### src/rtl/ipv4hc_pkg.sv
// Package for the IPv4 header check and TTL update block.
// Holds the request payload types, verdict codes and the ones-complement adder.
// No dependencies.
package ipv4hc_pkg;

    localparam int LOCAL_ADDRS = 4;
    localparam int CFG_ADDR_W  = 5;

    localparam logic [2:0] REG_LOCAL_ADDR_0 = 3'd0;
    localparam logic [2:0] REG_LOCAL_ADDR_1 = 3'd1;
    localparam logic [2:0] REG_LOCAL_ADDR_2 = 3'd2;
    localparam logic [2:0] REG_LOCAL_ADDR_3 = 3'd3;
    localparam logic [2:0] REG_LOCAL_COUNT  = 3'd4;

    localparam logic [2:0] VERDICT_FORWARD      = 3'd0;
    localparam logic [2:0] VERDICT_LOCAL        = 3'd1;
    localparam logic [2:0] VERDICT_NOT_IPV4     = 3'd2;
    localparam logic [2:0] VERDICT_BAD_HDR_LEN  = 3'd3;
    localparam logic [2:0] VERDICT_BAD_LENGTH   = 3'd4;
    localparam logic [2:0] VERDICT_TTL_EXCEEDED = 3'd5;
    localparam logic [2:0] VERDICT_BAD_CHECKSUM = 3'd6;

    localparam logic [3:0]  IP_VERSION_4   = 4'd4;
    localparam logic [3:0]  MIN_IHL        = 4'd5;
    localparam logic [7:0]  PROTO_TCP      = 8'd6;
    localparam logic [15:0] TTL_DEC_ADDEND = 16'hFEFF;

    localparam logic [4:0] WORD_TOTAL_LEN = 5'd1;
    localparam logic [4:0] WORD_TTL_PROTO = 5'd4;
    localparam logic [4:0] WORD_CHECKSUM  = 5'd5;
    localparam logic [4:0] WORD_DEST_HI   = 5'd8;
    localparam logic [4:0] WORD_DEST_LO   = 5'd9;

    typedef struct packed {
        logic [15:0] header_word;
        logic        first_word;
        logic [15:0] ip_length;
        logic        on_link;
    } in_t;

    typedef struct packed {
        logic [2:0]  verdict;
        logic        is_tcp;
        logic [7:0]  new_ttl;
        logic [15:0] new_checksum;
        logic [31:0] destination;
    } out_t;

    function automatic logic [15:0] ones_add(input logic [15:0] a, input logic [15:0] b);
        logic [16:0] s;
        s = {1'b0, a} + {1'b0, b};
        return s[15:0] + {15'd0, s[16]};
    endfunction

endpackage

### src/rtl/ipv4_header_check_and_ttl_update.sv
// Top level of the IPv4 header check and TTL update block.
// Depends on ipv4hc_pkg for payload types, verdict codes and the ones-complement adder.

// The block takes one 16-bit header word per cycle and gives at most one verdict per
// header; each request passes an input register and then the header state update and
// verdict logic into a result register, which presents the verdict of the request that
// completes the header, and a new word is accepted every cycle while the result side
// keeps up. Addresses and the address count are to be written by the user over the APB
// port only while no header is in flight; the block itself does not enforce this.
module ipv4_header_check_and_ttl_update (
    input  logic                                aclk,
    input  logic                                aresetn,
    input  logic                                s_valid,
    output logic                                s_ready,
    input  ipv4hc_pkg::in_t                     s_data,
    output logic                                m_valid,
    input  logic                                m_ready,
    output ipv4hc_pkg::out_t                    m_data,
    input  logic                                psel,
    input  logic                                penable,
    input  logic                                pwrite,
    input  logic [ipv4hc_pkg::CFG_ADDR_W-1:0]   paddr,
    input  logic [31:0]                         pwdata,
    output logic [31:0]                         prdata,
    output logic                                pready
);

    logic [31:0] local_addr_reg [ipv4hc_pkg::LOCAL_ADDRS];
    logic [2:0]  local_count_reg;
    logic [2:0]  reg_index;
    logic        cfg_write;

    ipv4hc_pkg::in_t  in_data_reg;
    logic             in_valid_reg;
    logic             in_valid_next;
    ipv4hc_pkg::out_t out_data_reg;
    ipv4hc_pkg::out_t out_data_next;
    logic             out_valid_reg;
    logic             out_valid_next;
    logic             proc_fire;
    logic             emit;

    logic [4:0]  word_count_reg, word_count_next;
    logic [3:0]  header_words_reg, header_words_next;
    logic [15:0] running_sum_reg, running_sum_next;
    logic [15:0] total_len_reg, total_len_next;
    logic [15:0] stored_sum_reg, stored_sum_next;
    logic [7:0]  ttl_reg, ttl_next;
    logic [7:0]  proto_reg, proto_next;
    logic [31:0] dest_reg, dest_next;
    logic [15:0] length_avail_reg, length_avail_next;
    logic        link_flag_reg, link_flag_next;
    logic        version_ok_reg, version_ok_next;
    logic        skipping_reg, skipping_next;

    logic [2:0]  count_used;
    logic        dest_local;
    logic [7:0]  ttl_dec;
    logic [15:0] fwd_sum;

    assign pready    = 1'b1;
    assign reg_index = paddr[4:2];
    assign cfg_write = psel && penable && pwrite;

    always_ff @(posedge aclk) begin
        if (!aresetn) begin
            for (int i = 0; i < ipv4hc_pkg::LOCAL_ADDRS; i++) begin
                local_addr_reg[i] <= '0;
            end
            local_count_reg <= '0;
        end else if (cfg_write) begin
            unique case (reg_index)
                ipv4hc_pkg::REG_LOCAL_ADDR_0: local_addr_reg[0] <= pwdata;
                ipv4hc_pkg::REG_LOCAL_ADDR_1: local_addr_reg[1] <= pwdata;
                ipv4hc_pkg::REG_LOCAL_ADDR_2: local_addr_reg[2] <= pwdata;
                ipv4hc_pkg::REG_LOCAL_ADDR_3: local_addr_reg[3] <= pwdata;
                ipv4hc_pkg::REG_LOCAL_COUNT:  local_count_reg   <= pwdata[2:0];
                default: ;
            endcase
        end
    end

    always_comb begin
        unique case (reg_index)
            ipv4hc_pkg::REG_LOCAL_ADDR_0: prdata = local_addr_reg[0];
            ipv4hc_pkg::REG_LOCAL_ADDR_1: prdata = local_addr_reg[1];
            ipv4hc_pkg::REG_LOCAL_ADDR_2: prdata = local_addr_reg[2];
            ipv4hc_pkg::REG_LOCAL_ADDR_3: prdata = local_addr_reg[3];
            ipv4hc_pkg::REG_LOCAL_COUNT:  prdata = {29'd0, local_count_reg};
            default:                      prdata = '0;
        endcase
    end

    assign proc_fire = in_valid_reg && (!out_valid_reg || m_ready);
    assign s_ready   = !in_valid_reg || proc_fire;

    always_comb begin
        in_valid_next = in_valid_reg;
        if (proc_fire) begin
            in_valid_next = 1'b0;
        end
        if (s_valid && s_ready) begin
            in_valid_next = 1'b1;
        end
    end

    always_comb begin
        count_used = (local_count_reg > 3'(ipv4hc_pkg::LOCAL_ADDRS))
                   ? 3'(ipv4hc_pkg::LOCAL_ADDRS) : local_count_reg;
        dest_local = 1'b0;
        for (int i = 0; i < ipv4hc_pkg::LOCAL_ADDRS; i++) begin
            if ((3'(i) < count_used) && (local_addr_reg[i] == dest_next)) begin
                dest_local = 1'b1;
            end
        end
    end

    always_comb begin
        word_count_next   = word_count_reg;
        header_words_next = header_words_reg;
        running_sum_next  = running_sum_reg;
        total_len_next    = total_len_reg;
        stored_sum_next   = stored_sum_reg;
        ttl_next          = ttl_reg;
        proto_next        = proto_reg;
        dest_next         = dest_reg;
        length_avail_next = length_avail_reg;
        link_flag_next    = link_flag_reg;
        version_ok_next   = version_ok_reg;
        skipping_next     = skipping_reg;
        emit              = 1'b0;
        out_data_next     = '0;
        ttl_dec           = ttl_reg - 8'd1;
        fwd_sum           = '0;

        if (in_data_reg.first_word) begin
            version_ok_next   = (in_data_reg.header_word[15:12] == ipv4hc_pkg::IP_VERSION_4);
            header_words_next = in_data_reg.header_word[11:8];
            length_avail_next = in_data_reg.ip_length;
            link_flag_next    = in_data_reg.on_link;
            running_sum_next  = in_data_reg.header_word;
            total_len_next    = '0;
            stored_sum_next   = '0;
            ttl_next          = '0;
            proto_next        = '0;
            dest_next         = '0;
            word_count_next   = 5'd1;
            skipping_next     = 1'b0;
            if (in_data_reg.header_word[11:8] < ipv4hc_pkg::MIN_IHL) begin
                skipping_next         = 1'b1;
                emit                  = 1'b1;
                out_data_next.verdict = version_ok_next ? ipv4hc_pkg::VERDICT_BAD_HDR_LEN
                                                        : ipv4hc_pkg::VERDICT_NOT_IPV4;
            end
        end else if (!skipping_reg) begin
            if (word_count_reg == ipv4hc_pkg::WORD_CHECKSUM) begin
                stored_sum_next = in_data_reg.header_word;
            end else begin
                running_sum_next = ipv4hc_pkg::ones_add(running_sum_reg,
                                                        in_data_reg.header_word);
                if (word_count_reg == ipv4hc_pkg::WORD_TOTAL_LEN) begin
                    total_len_next = in_data_reg.header_word;
                end else if (word_count_reg == ipv4hc_pkg::WORD_TTL_PROTO) begin
                    ttl_next   = in_data_reg.header_word[15:8];
                    proto_next = in_data_reg.header_word[7:0];
                end else if (word_count_reg == ipv4hc_pkg::WORD_DEST_HI) begin
                    dest_next[31:16] = in_data_reg.header_word;
                end else if (word_count_reg == ipv4hc_pkg::WORD_DEST_LO) begin
                    dest_next[15:0] = in_data_reg.header_word;
                end
            end
            word_count_next = word_count_reg + 5'd1;

            if ({1'b0, word_count_reg} + 6'd1 >= {1'b0, header_words_reg, 1'b0}) begin
                skipping_next              = 1'b1;
                emit                       = 1'b1;
                ttl_dec                    = ttl_next - 8'd1;
                fwd_sum                    = ~ipv4hc_pkg::ones_add(running_sum_next,
                                                ipv4hc_pkg::TTL_DEC_ADDEND);
                out_data_next.is_tcp       = (proto_next == ipv4hc_pkg::PROTO_TCP);
                out_data_next.new_ttl      = ttl_next;
                out_data_next.new_checksum = stored_sum_next;
                out_data_next.destination  = dest_next;
                priority if (!version_ok_reg) begin
                    out_data_next.verdict = ipv4hc_pkg::VERDICT_NOT_IPV4;
                end else if (length_avail_reg < total_len_next) begin
                    out_data_next.verdict = ipv4hc_pkg::VERDICT_BAD_LENGTH;
                end else if (ttl_next == 8'd0) begin
                    out_data_next.verdict = ipv4hc_pkg::VERDICT_TTL_EXCEEDED;
                end else if (~running_sum_next != stored_sum_next) begin
                    out_data_next.verdict = ipv4hc_pkg::VERDICT_BAD_CHECKSUM;
                end else if (dest_local) begin
                    out_data_next.verdict = ipv4hc_pkg::VERDICT_LOCAL;
                end else if (ttl_dec > 8'd1 || (link_flag_reg && ttl_dec >= 8'd1)) begin
                    out_data_next.verdict      = ipv4hc_pkg::VERDICT_FORWARD;
                    out_data_next.new_ttl      = ttl_dec;
                    out_data_next.new_checksum = fwd_sum;
                end else begin
                    out_data_next.verdict = ipv4hc_pkg::VERDICT_TTL_EXCEEDED;
                end
            end
        end
    end

    always_comb begin
        out_valid_next = out_valid_reg;
        if (proc_fire) begin
            out_valid_next = emit;
        end else if (m_ready) begin
            out_valid_next = 1'b0;
        end
    end

    always_ff @(posedge aclk) begin
        if (!aresetn) begin
            in_valid_reg     <= 1'b0;
            out_valid_reg    <= 1'b0;
            word_count_reg   <= '0;
            header_words_reg <= '0;
            running_sum_reg  <= '0;
            total_len_reg    <= '0;
            stored_sum_reg   <= '0;
            ttl_reg          <= '0;
            proto_reg        <= '0;
            dest_reg         <= '0;
            length_avail_reg <= '0;
            link_flag_reg    <= 1'b0;
            version_ok_reg   <= 1'b0;
            skipping_reg     <= 1'b1;
        end else begin
            in_valid_reg  <= in_valid_next;
            out_valid_reg <= out_valid_next;
            if (proc_fire) begin
                word_count_reg   <= word_count_next;
                header_words_reg <= header_words_next;
                running_sum_reg  <= running_sum_next;
                total_len_reg    <= total_len_next;
                stored_sum_reg   <= stored_sum_next;
                ttl_reg          <= ttl_next;
                proto_reg        <= proto_next;
                dest_reg         <= dest_next;
                length_avail_reg <= length_avail_next;
                link_flag_reg    <= link_flag_next;
                version_ok_reg   <= version_ok_next;
                skipping_reg     <= skipping_next;
            end
        end
    end

    always_ff @(posedge aclk) begin
        if (s_valid && s_ready) begin
            in_data_reg <= s_data;
        end
        if (proc_fire && emit) begin
            out_data_reg <= out_data_next;
        end
    end

    assign m_valid = out_valid_reg;
    assign m_data  = out_data_reg;

    // The input side stalls only when both registers are full and the result waits.
    a_stall_cause: assert property (@(posedge aclk) disable iff (!aresetn)
        !s_ready |-> (in_valid_reg && out_valid_reg && !m_ready))
        else $error("input stalled without a waiting result");

    // While a header is being collected, the word count stays inside the header.
    a_word_bound: assert property (@(posedge aclk) disable iff (!aresetn)
        !skipping_reg |-> (header_words_reg >= ipv4hc_pkg::MIN_IHL
                           && {1'b0, word_count_reg} < {1'b0, header_words_reg, 1'b0}))
        else $error("word count outside the header");

    // A forwarded request always leaves with a live TTL.
    a_fwd_ttl: assert property (@(posedge aclk) disable iff (!aresetn)
        (m_valid && m_data.verdict == ipv4hc_pkg::VERDICT_FORWARD) |-> (m_data.new_ttl != 8'd0))
        else $error("forwarded request with zero TTL");

    // A header verdict ends the header, so the next word is ignored unless it is a first word.
    a_verdict_ends: assert property (@(posedge aclk) disable iff (!aresetn)
        (proc_fire && emit) |=> skipping_reg)
        else $error("header still open after its verdict");

endmodule
### config.mk
export PLATFORM = sky130hd
export DESIGN_NAME = ipv4_header_check_and_ttl_update
export DESIGN_NICKNAME = d
export VERILOG_FILES = /design/src/rtl/ipv4hc_pkg.sv /design/src/rtl/ipv4_header_check_and_ttl_update.sv
export SDC_FILE = /design/constraint.sdc
export NUM_CORES = 1
export LEC_CHECK = 0
export BUFFER_PORTS_ARGS = -buffer_cell sky130_fd_sc_hd__buf_4
export CAP_MARGIN = 5
export CORE_MARGIN = 5
export CORE_UTILIZATION = 45
export DETAILED_ROUTE_END_ITERATION = 10
export PLACE_DENSITY = 0.66
export SETUP_SLACK_MARGIN = 0.02
export SYNTH_ARGS = -nofsm -noshare
export SYNTH_HDL_FRONTEND = slang
export SYNTH_SLANG_ARGS = --single-unit
### constraint.sdc
create_clock -name aclk -period 9.45 [get_ports aclk]
set_clock_uncertainty 0.15 [all_clocks]
set_input_delay 0.945 -clock aclk [delete_from_list [all_inputs] [get_ports aclk]]
set_output_delay 0.945 -clock aclk [all_outputs]
set_load 0.01 [all_outputs]
==> results of run 1 <==
## worst max-delay path, delay by kind of cell, from the launching register on
| family | cells | cell delay [ns] |
|---|---|---|
| xor+xnor | 1 | 0.14 |
| compound gates | 12 | 2.73 |
| simple gates | 9 | 2.75 |
| flops | 1 | 0.36 |
| buf+inv | 1 | 0.25 |
| fa+ha+maj | 3 | 1.09 |
## where the power goes
group / internal [mW] / switching (mW) / total, mW
registers: 1.68 / 0.0470 / 1.72
clock network: 1.00 / 0.662 / 1.67
logic: 0.191 / 0.323 / 0.514
total: 2.87 / 1.03 / 3.91
## how the worst max path moves through the flow
| stage | start | end | depth (start not counted) |
|---|---|---|---|
| 4_1_cts | in_data_reg[23] | m_data[39] | 26 |
| 3_3_place_gp | in_data_reg[23] | m_data[39] | 26 |
| 5_1_grt | in_data_reg[23] | m_data[39] | 26 |
| 2_1_floorplan | in_data_reg[18] | m_data[39] | 29 |
| 6_report | in_data_reg[23] | m_data[39] | 26 |
| 3_5_place_dp | in_data_reg[23] | m_data[39] | 26 |
## kinds of logic after synthesis
| group | after synthesis | synth area share (%) |
|---|---|---|
| xor gates and xnor gates | 140 | 6.23 |
| muxes | 61 | 3.03 |
| DFF | 351 | 45.5 |
| and+or+nand+nor | 805 | 20.7 |
| AOI/OAI and AO/OA | 520 | 18.2 |
| other | 1 | 0.0184 |
| adders and majority gates | 48 | 2.99 |
| buffers and inverters | 170 | 3.40 |
## through the flow
stage / worst slack [ns] / cells / area, µm²
floorplan: 2.88 / 2096 / 20300
global placement: 2.05 / 2768 / 22200
detailed placement: 2.00 / 2768 / 22200
CTS: 1.97 / 2841 / 23600
global route: 1.31 / 2841 / 23600
finish: 1.80 / 2841 / 23600
## metal layers
layer,global-route usage (%),part of all wire [%]
met1,39.5,44
met2,40.7,44
met3,4.70,9.1
met4,7.19,2.5
met5,0,0.019
## cells in the mapped netlist (19+ instances only)
master	instances
a21o_1	19
nor2b_1	34
a21oi_1	89
nand2_1	226
and2_1	155
nand3_1	51
edfxtp_1	222
a22oi_1	138
nand4_1	32
xor2_1	59
nor3_1	45
clkbuf_1	115
xnor2_1	78
o211ai_1	22
mux2i_1	57
and3_1	24
inv_1	28
o21ai_0	81
ha_1	47
nor2_1	142
dfxtp_1	129
## cell usage in the layout (no fill, tap or decap), types with 14 or more instances in the layout
cell,instances
a21o_1,19
a21oi_1,87
a22oi_1,138
and2_1,154
and3_1,24
buf_4,213
clkbuf_16,40
dfxtp_1,129
edfxtp_1,222
ha_1,47
inv_1,28
mux2i_1,57
nand2_1,226
nand3_1,51
nand4_1,32
nor2_1,140
nor2b_1,34
nor3_1,43
nor4_1,15
o211a_1,17
o211ai_1,22
o21ai_0,76
o22ai_1,14
xnor2_1,78
xor2_1,59
## area by class of cell
class	count	area, µm²	area share, %
clock buffer	48	1070	4.54
clock inverter	25	328	1.39
inverter	29	109	0.461
multi-input combinational	1575	10500	44.5
sequential	351	9250	39.2
tap	600	751	3.18
timing repair buffer	213	1600	6.78
==> results.json, run 1 <==
{
  "num_rows": 78,
  "vdd_ir_drop_max_v": 0.000176,
  "r2r-start": "in_data_reg[23]",
  "cts_buffers": 40,
  "r2r-end": "m_data[39]",
  "totalPowerFinal_mw": 3.91,
  "drive_gt1_share_pct": 15.2,
  "io_buffers": 169,
  "antenna_cells": 0,
  "fin_tns_setup_ns": 0,
  "setup_viol": 0,
  "dp_hpwl_um": 48400,
  "routed_wl_um": 69100,
  "drc": 0,
  "cp_data_arrival_time_ns": 7.88,
  "cts_root_buf": "clkbuf_16",
  "cts.repair.resized": 0,
  "syn_to_final_growth_pct": 16.0,
  "maxClockFrequency_mhz": 131,
  "holdCritStartpoint": "link_flag_reg",
  "hold_slack_ns": 0.305,
  "relSlewSlack_pct": 21.5,
  "largest_register_ffs": 128,
  "antenna_found_initial": 4,
  "synthArstFlopShare_pct": 0,
  "clkTransAtPathRegs_ns": 0.06,
  "critPathMaxStageDelay_ns": 0.65,
  "grt_overflow": 0,
  "first_pass_iters": 6,
  "die_h_um": 223,
  "grt_max_degree": 78,
  "p_leak_nw": 8.82,
  "outcome": "finished, final reports clean",
  "syn_area_um2": 20300,
  "cp_max_fo": 16,
  "vias": 17316,
  "hold_path_class": "reg -> reg",
  "slowest_stage": "ha_1",
  "post_cts_buffers": 0,
  "worst_pin_slew_ns": 1.17,
  "final_antenna_net_count": 0,
  "hold-path-endpoint": "link_flag_reg",
  "cts_num_sinks": 351,
  "wl_per_cell_um": 24.3,
  "synth_top_area_cell": "edfxtp_1",
  "maxSlewViolCount": 0,
  "critPathLaunchType": "flop",
  "synth_seq_area_share_pct": 45.5,
  "clockBufferDepth": 3,
  "synth-edff-count": 222,
  "start_util_pct": 45.1,
  "cts_hold_buf": 0,
  "synth_cells": 2096,
  "first_iter_violations": 2128,
  "powerDensity_nw_per_um2": 165,
  "synth_area_per_cell_um2": 9.71,
  "hold_viol": 0,
  "fin_util_pct": 52.3,
  "vias_per_cell": 6.10,
  "ys_ff_latch": 351,
  "grt_pass1_wl_um": 103000,
  "nets": 2336,
  "htree_levels": 2,
  "drv_cap": 0,
  "rsz0062_at_grt": "false",
  "layout_min_cycle_time_ns": 7.65,
  "ys_warn_count": 0,
  "yosysUniqueCellTypes": 103,
  "syn_nets": 2222,
  "grt_pass1_vias": 16348,
  "end_kind": "flop",
  "required_ns": 9.68,
  "die_w_um": 223,
  "track_usage_pct": 26.7,
  "clock_latency_ns": 0.57,
  "whs_path_depth": 2,
  "crit_type": "reg -> reg",
  "synth_top_area_share_pct": 32.8,
  "dieArea_um2": 49600,
  "finalWeightedCongestion": 0.985,
  "reg2reg_slack_ns": 1.80,
  "ff2ff_path_depth": 26,
  "ys.flop_type": "edfxtp_1",
  "cts_tree": "yes",
  "synthTopCellsByArea": "edfxtp_1 (33%), dfxtp_1 (13%), a22oi_1 (5.1%), and2_1 (4.8%), nand2_1 (4.2%)",
  "nFillCells": 4129,
  "core_area_um2": 45100,
  "period_share_pct": 80.9,
  "ios": 173
}
(Power assumes the default switching activity.)
==> run 2, diff against run 1 <==
PLACE_DENSITY = 0.68   (was 0.66)
clock period = 6.3 ns   (was 9.45 ns; I/O delays follow)
==> run 2 against run 1 <==
Critical path depth is 5 lower; register-to-register slack worse by 1.5 ns; via count is 1.8% higher; largest power group unchanged; non-clock buffer count is 66 higher; worst setup slack worse by 1.5 ns.
==> results.json, run 2 (synthesis gave the netlist of run 1 again) <==
{
  "fin_util_pct": 53.5,
  "outcome": "finished, final reports clean",
  "grt_max_degree": 78,
  "drc": 0,
  "cts_root_buf": "clkbuf_16",
  "vias_per_cell": 6.06,
  "ios": 173,
  "fin_ws_ns": 0.276,
  "largest_register_ffs": 128,
  "die_w_um": 223,
  "required_ns": 6.46,
  "totalPowerFinal_mw": 5.84,
  "worst_pin_slew_ns": 1.31,
  "grt_overflow": 0,
  "setup_viol": 0,
  "final_cell_mix": "buf_4 (279), nand2_1 (226), edfxtp_1 (222)",
  "routed_wl_um": 70700,
  "grt_pass1_wl_um": 105000,
  "dp_hpwl_um": 50600,
  "pre_cts_slack_ns": 0.0789,
  "period_share_pct": 95.6,
  "cp_max_fo": 28,
  "syn_to_final_growth_pct": 18.6,
  "end_kind": "flop",
  "nFillCells": 4083,
  "hold_path_class": "in -> reg",
  "final_antenna_net_count": 0,
  "hold_viol": 0,
  "antenna_cells": 0,
  "clockBufferDepth": 3,
  "relSlewSlack_pct": 11.4,
  "track_usage_pct": 27.3,
  "finalWeightedCongestion": 0.994,
  "cp_data_arrival_time_ns": 6.18,
  "wl_per_cell_um": 24.3,
  "maxClockFrequency_mhz": 166,
  "clkTransAtPathRegs_ns": 0.06,
  "crit_type": "reg -> reg",
  "grt_pass1_vias": 16711,
  "dieArea_um2": 49600,
  "io_buffers": 169,
  "maxSlewViolCount": 0,
  "drv_cap": 0,
  "first_pass_iters": 7,
  "layout_min_cycle_time_ns": 6.02,
  "critPathLaunchType": "flop",
  "cts_num_sinks": 351,
  "vias": 17624,
  "antenna_found_initial": 1,
  "clock_latency_ns": 0.57,
  "layout_commonest_cell": "buf_4",
  "core_area_um2": 45100,
  "first_iter_violations": 1797,
  "fin_tns_setup_ns": 0,
  "nets": 2403,
  "cts_tree": "yes",
  "die_h_um": 223,
  "num_rows": 78,
  "drive_gt1_share_pct": 18.1,
  "start_util_pct": 45.1,
  "p_leak_nw": 9.11,
  "cts_buffers": 41,
  "htree_levels": 2,
  "cts_hold_buf": 0,
  "powerDensity_nw_per_um2": 242,
  "vdd_ir_drop_max_v": 0.000182
}
## run 2: cell count changes in the layout (fill, tap and decap cells not counted), sizes merged
cell,before,now
buf,213,279
clkinv,13,20
bufinv,7,4
clkbuf,48,46
clkinvlp,3,4
inv,31,30
## run 2: critical path, cell delays in order (launching register included)
cell       delay, ns
edfxtp_1        0.41
ha_2            0.22
fa_1            0.39
a211o_1         0.30
a41o_1          0.29
a221oi_4        0.33
a21oi_2         0.11
a21o_1          0.19
a21o_1          0.22
ha_2            0.23
o2111ai_1       0.14
nor4_4          0.08
nand3_4         0.15
xor2_1          0.21
buf_4           0.15
xnor2_1         0.06
o41ai_1         0.58
nand4_1         0.23
a2111oi_4       0.45
nand4_4         0.19
buf_4           0.28
o311a_1         0.40
## run 2: routing by layer
metal  global-route usage, %  vias to the layer above  part of all wire [%]
li1                        -                     8100                     -
met5                       0                        -                 0.027
met1                    39.8                     8517                    44
met4                    8.28                        2                   2.9
met2                    40.3                      875                    43
met3                    6.75                      130                    10
## run 2: area by class of cell
type	instances	area, µm²	area share [%]
Clock buffer	46	1070	4.42
Clock inverter	29	267	1.10
Inverter	29	109	0.451
Multi-Input combinational cell	1575	10600	43.9
Sequential cell	351	9250	38.3
Tap cell	600	751	3.11
Timing Repair Buffer	279	2090	8.68
## run 2: power by group
group | total (mW) | internal [mW] | switching [mW]
Sequential | 2.59 | 2.52 | 0.0728
Combinational | 0.851 | 0.339 | 0.513
Clock | 2.39 | 1.39 | 1.01
Total | 5.84 | 4.24 | 1.59
## run 2: timing repair
item	in CTS	in global routing
resized for setup	0	19
setup buffers	0	4
endpoints found under the hold margin	0	0
setup endpoints to repair	0	16
## run 2: worst paths after layout
kind / slack (ns) / cells after the start / end / start
max: 0.28 / 21 / m_data[46] / in_data_reg[18]
min: 0.09 / 1 / in_data_reg[10] / s_data[10]
max reg2reg: 0.28 / 21 / m_data[46] / in_data_reg[18]
min reg2reg: 0.30 / 2 / length_avail_reg[0] / length_avail_reg[0]
## run 2: through the flow
step                hold WS, ns  std cells  instance area (µm²)
floorplan                 0.283       2096                20400
detailed placement        0.296       2830                22700
global placement          0.292       2830                22700
finish                   0.0932       2909                24100
global route             0.0715       2909                24100
CTS                      0.0645       2905                24000
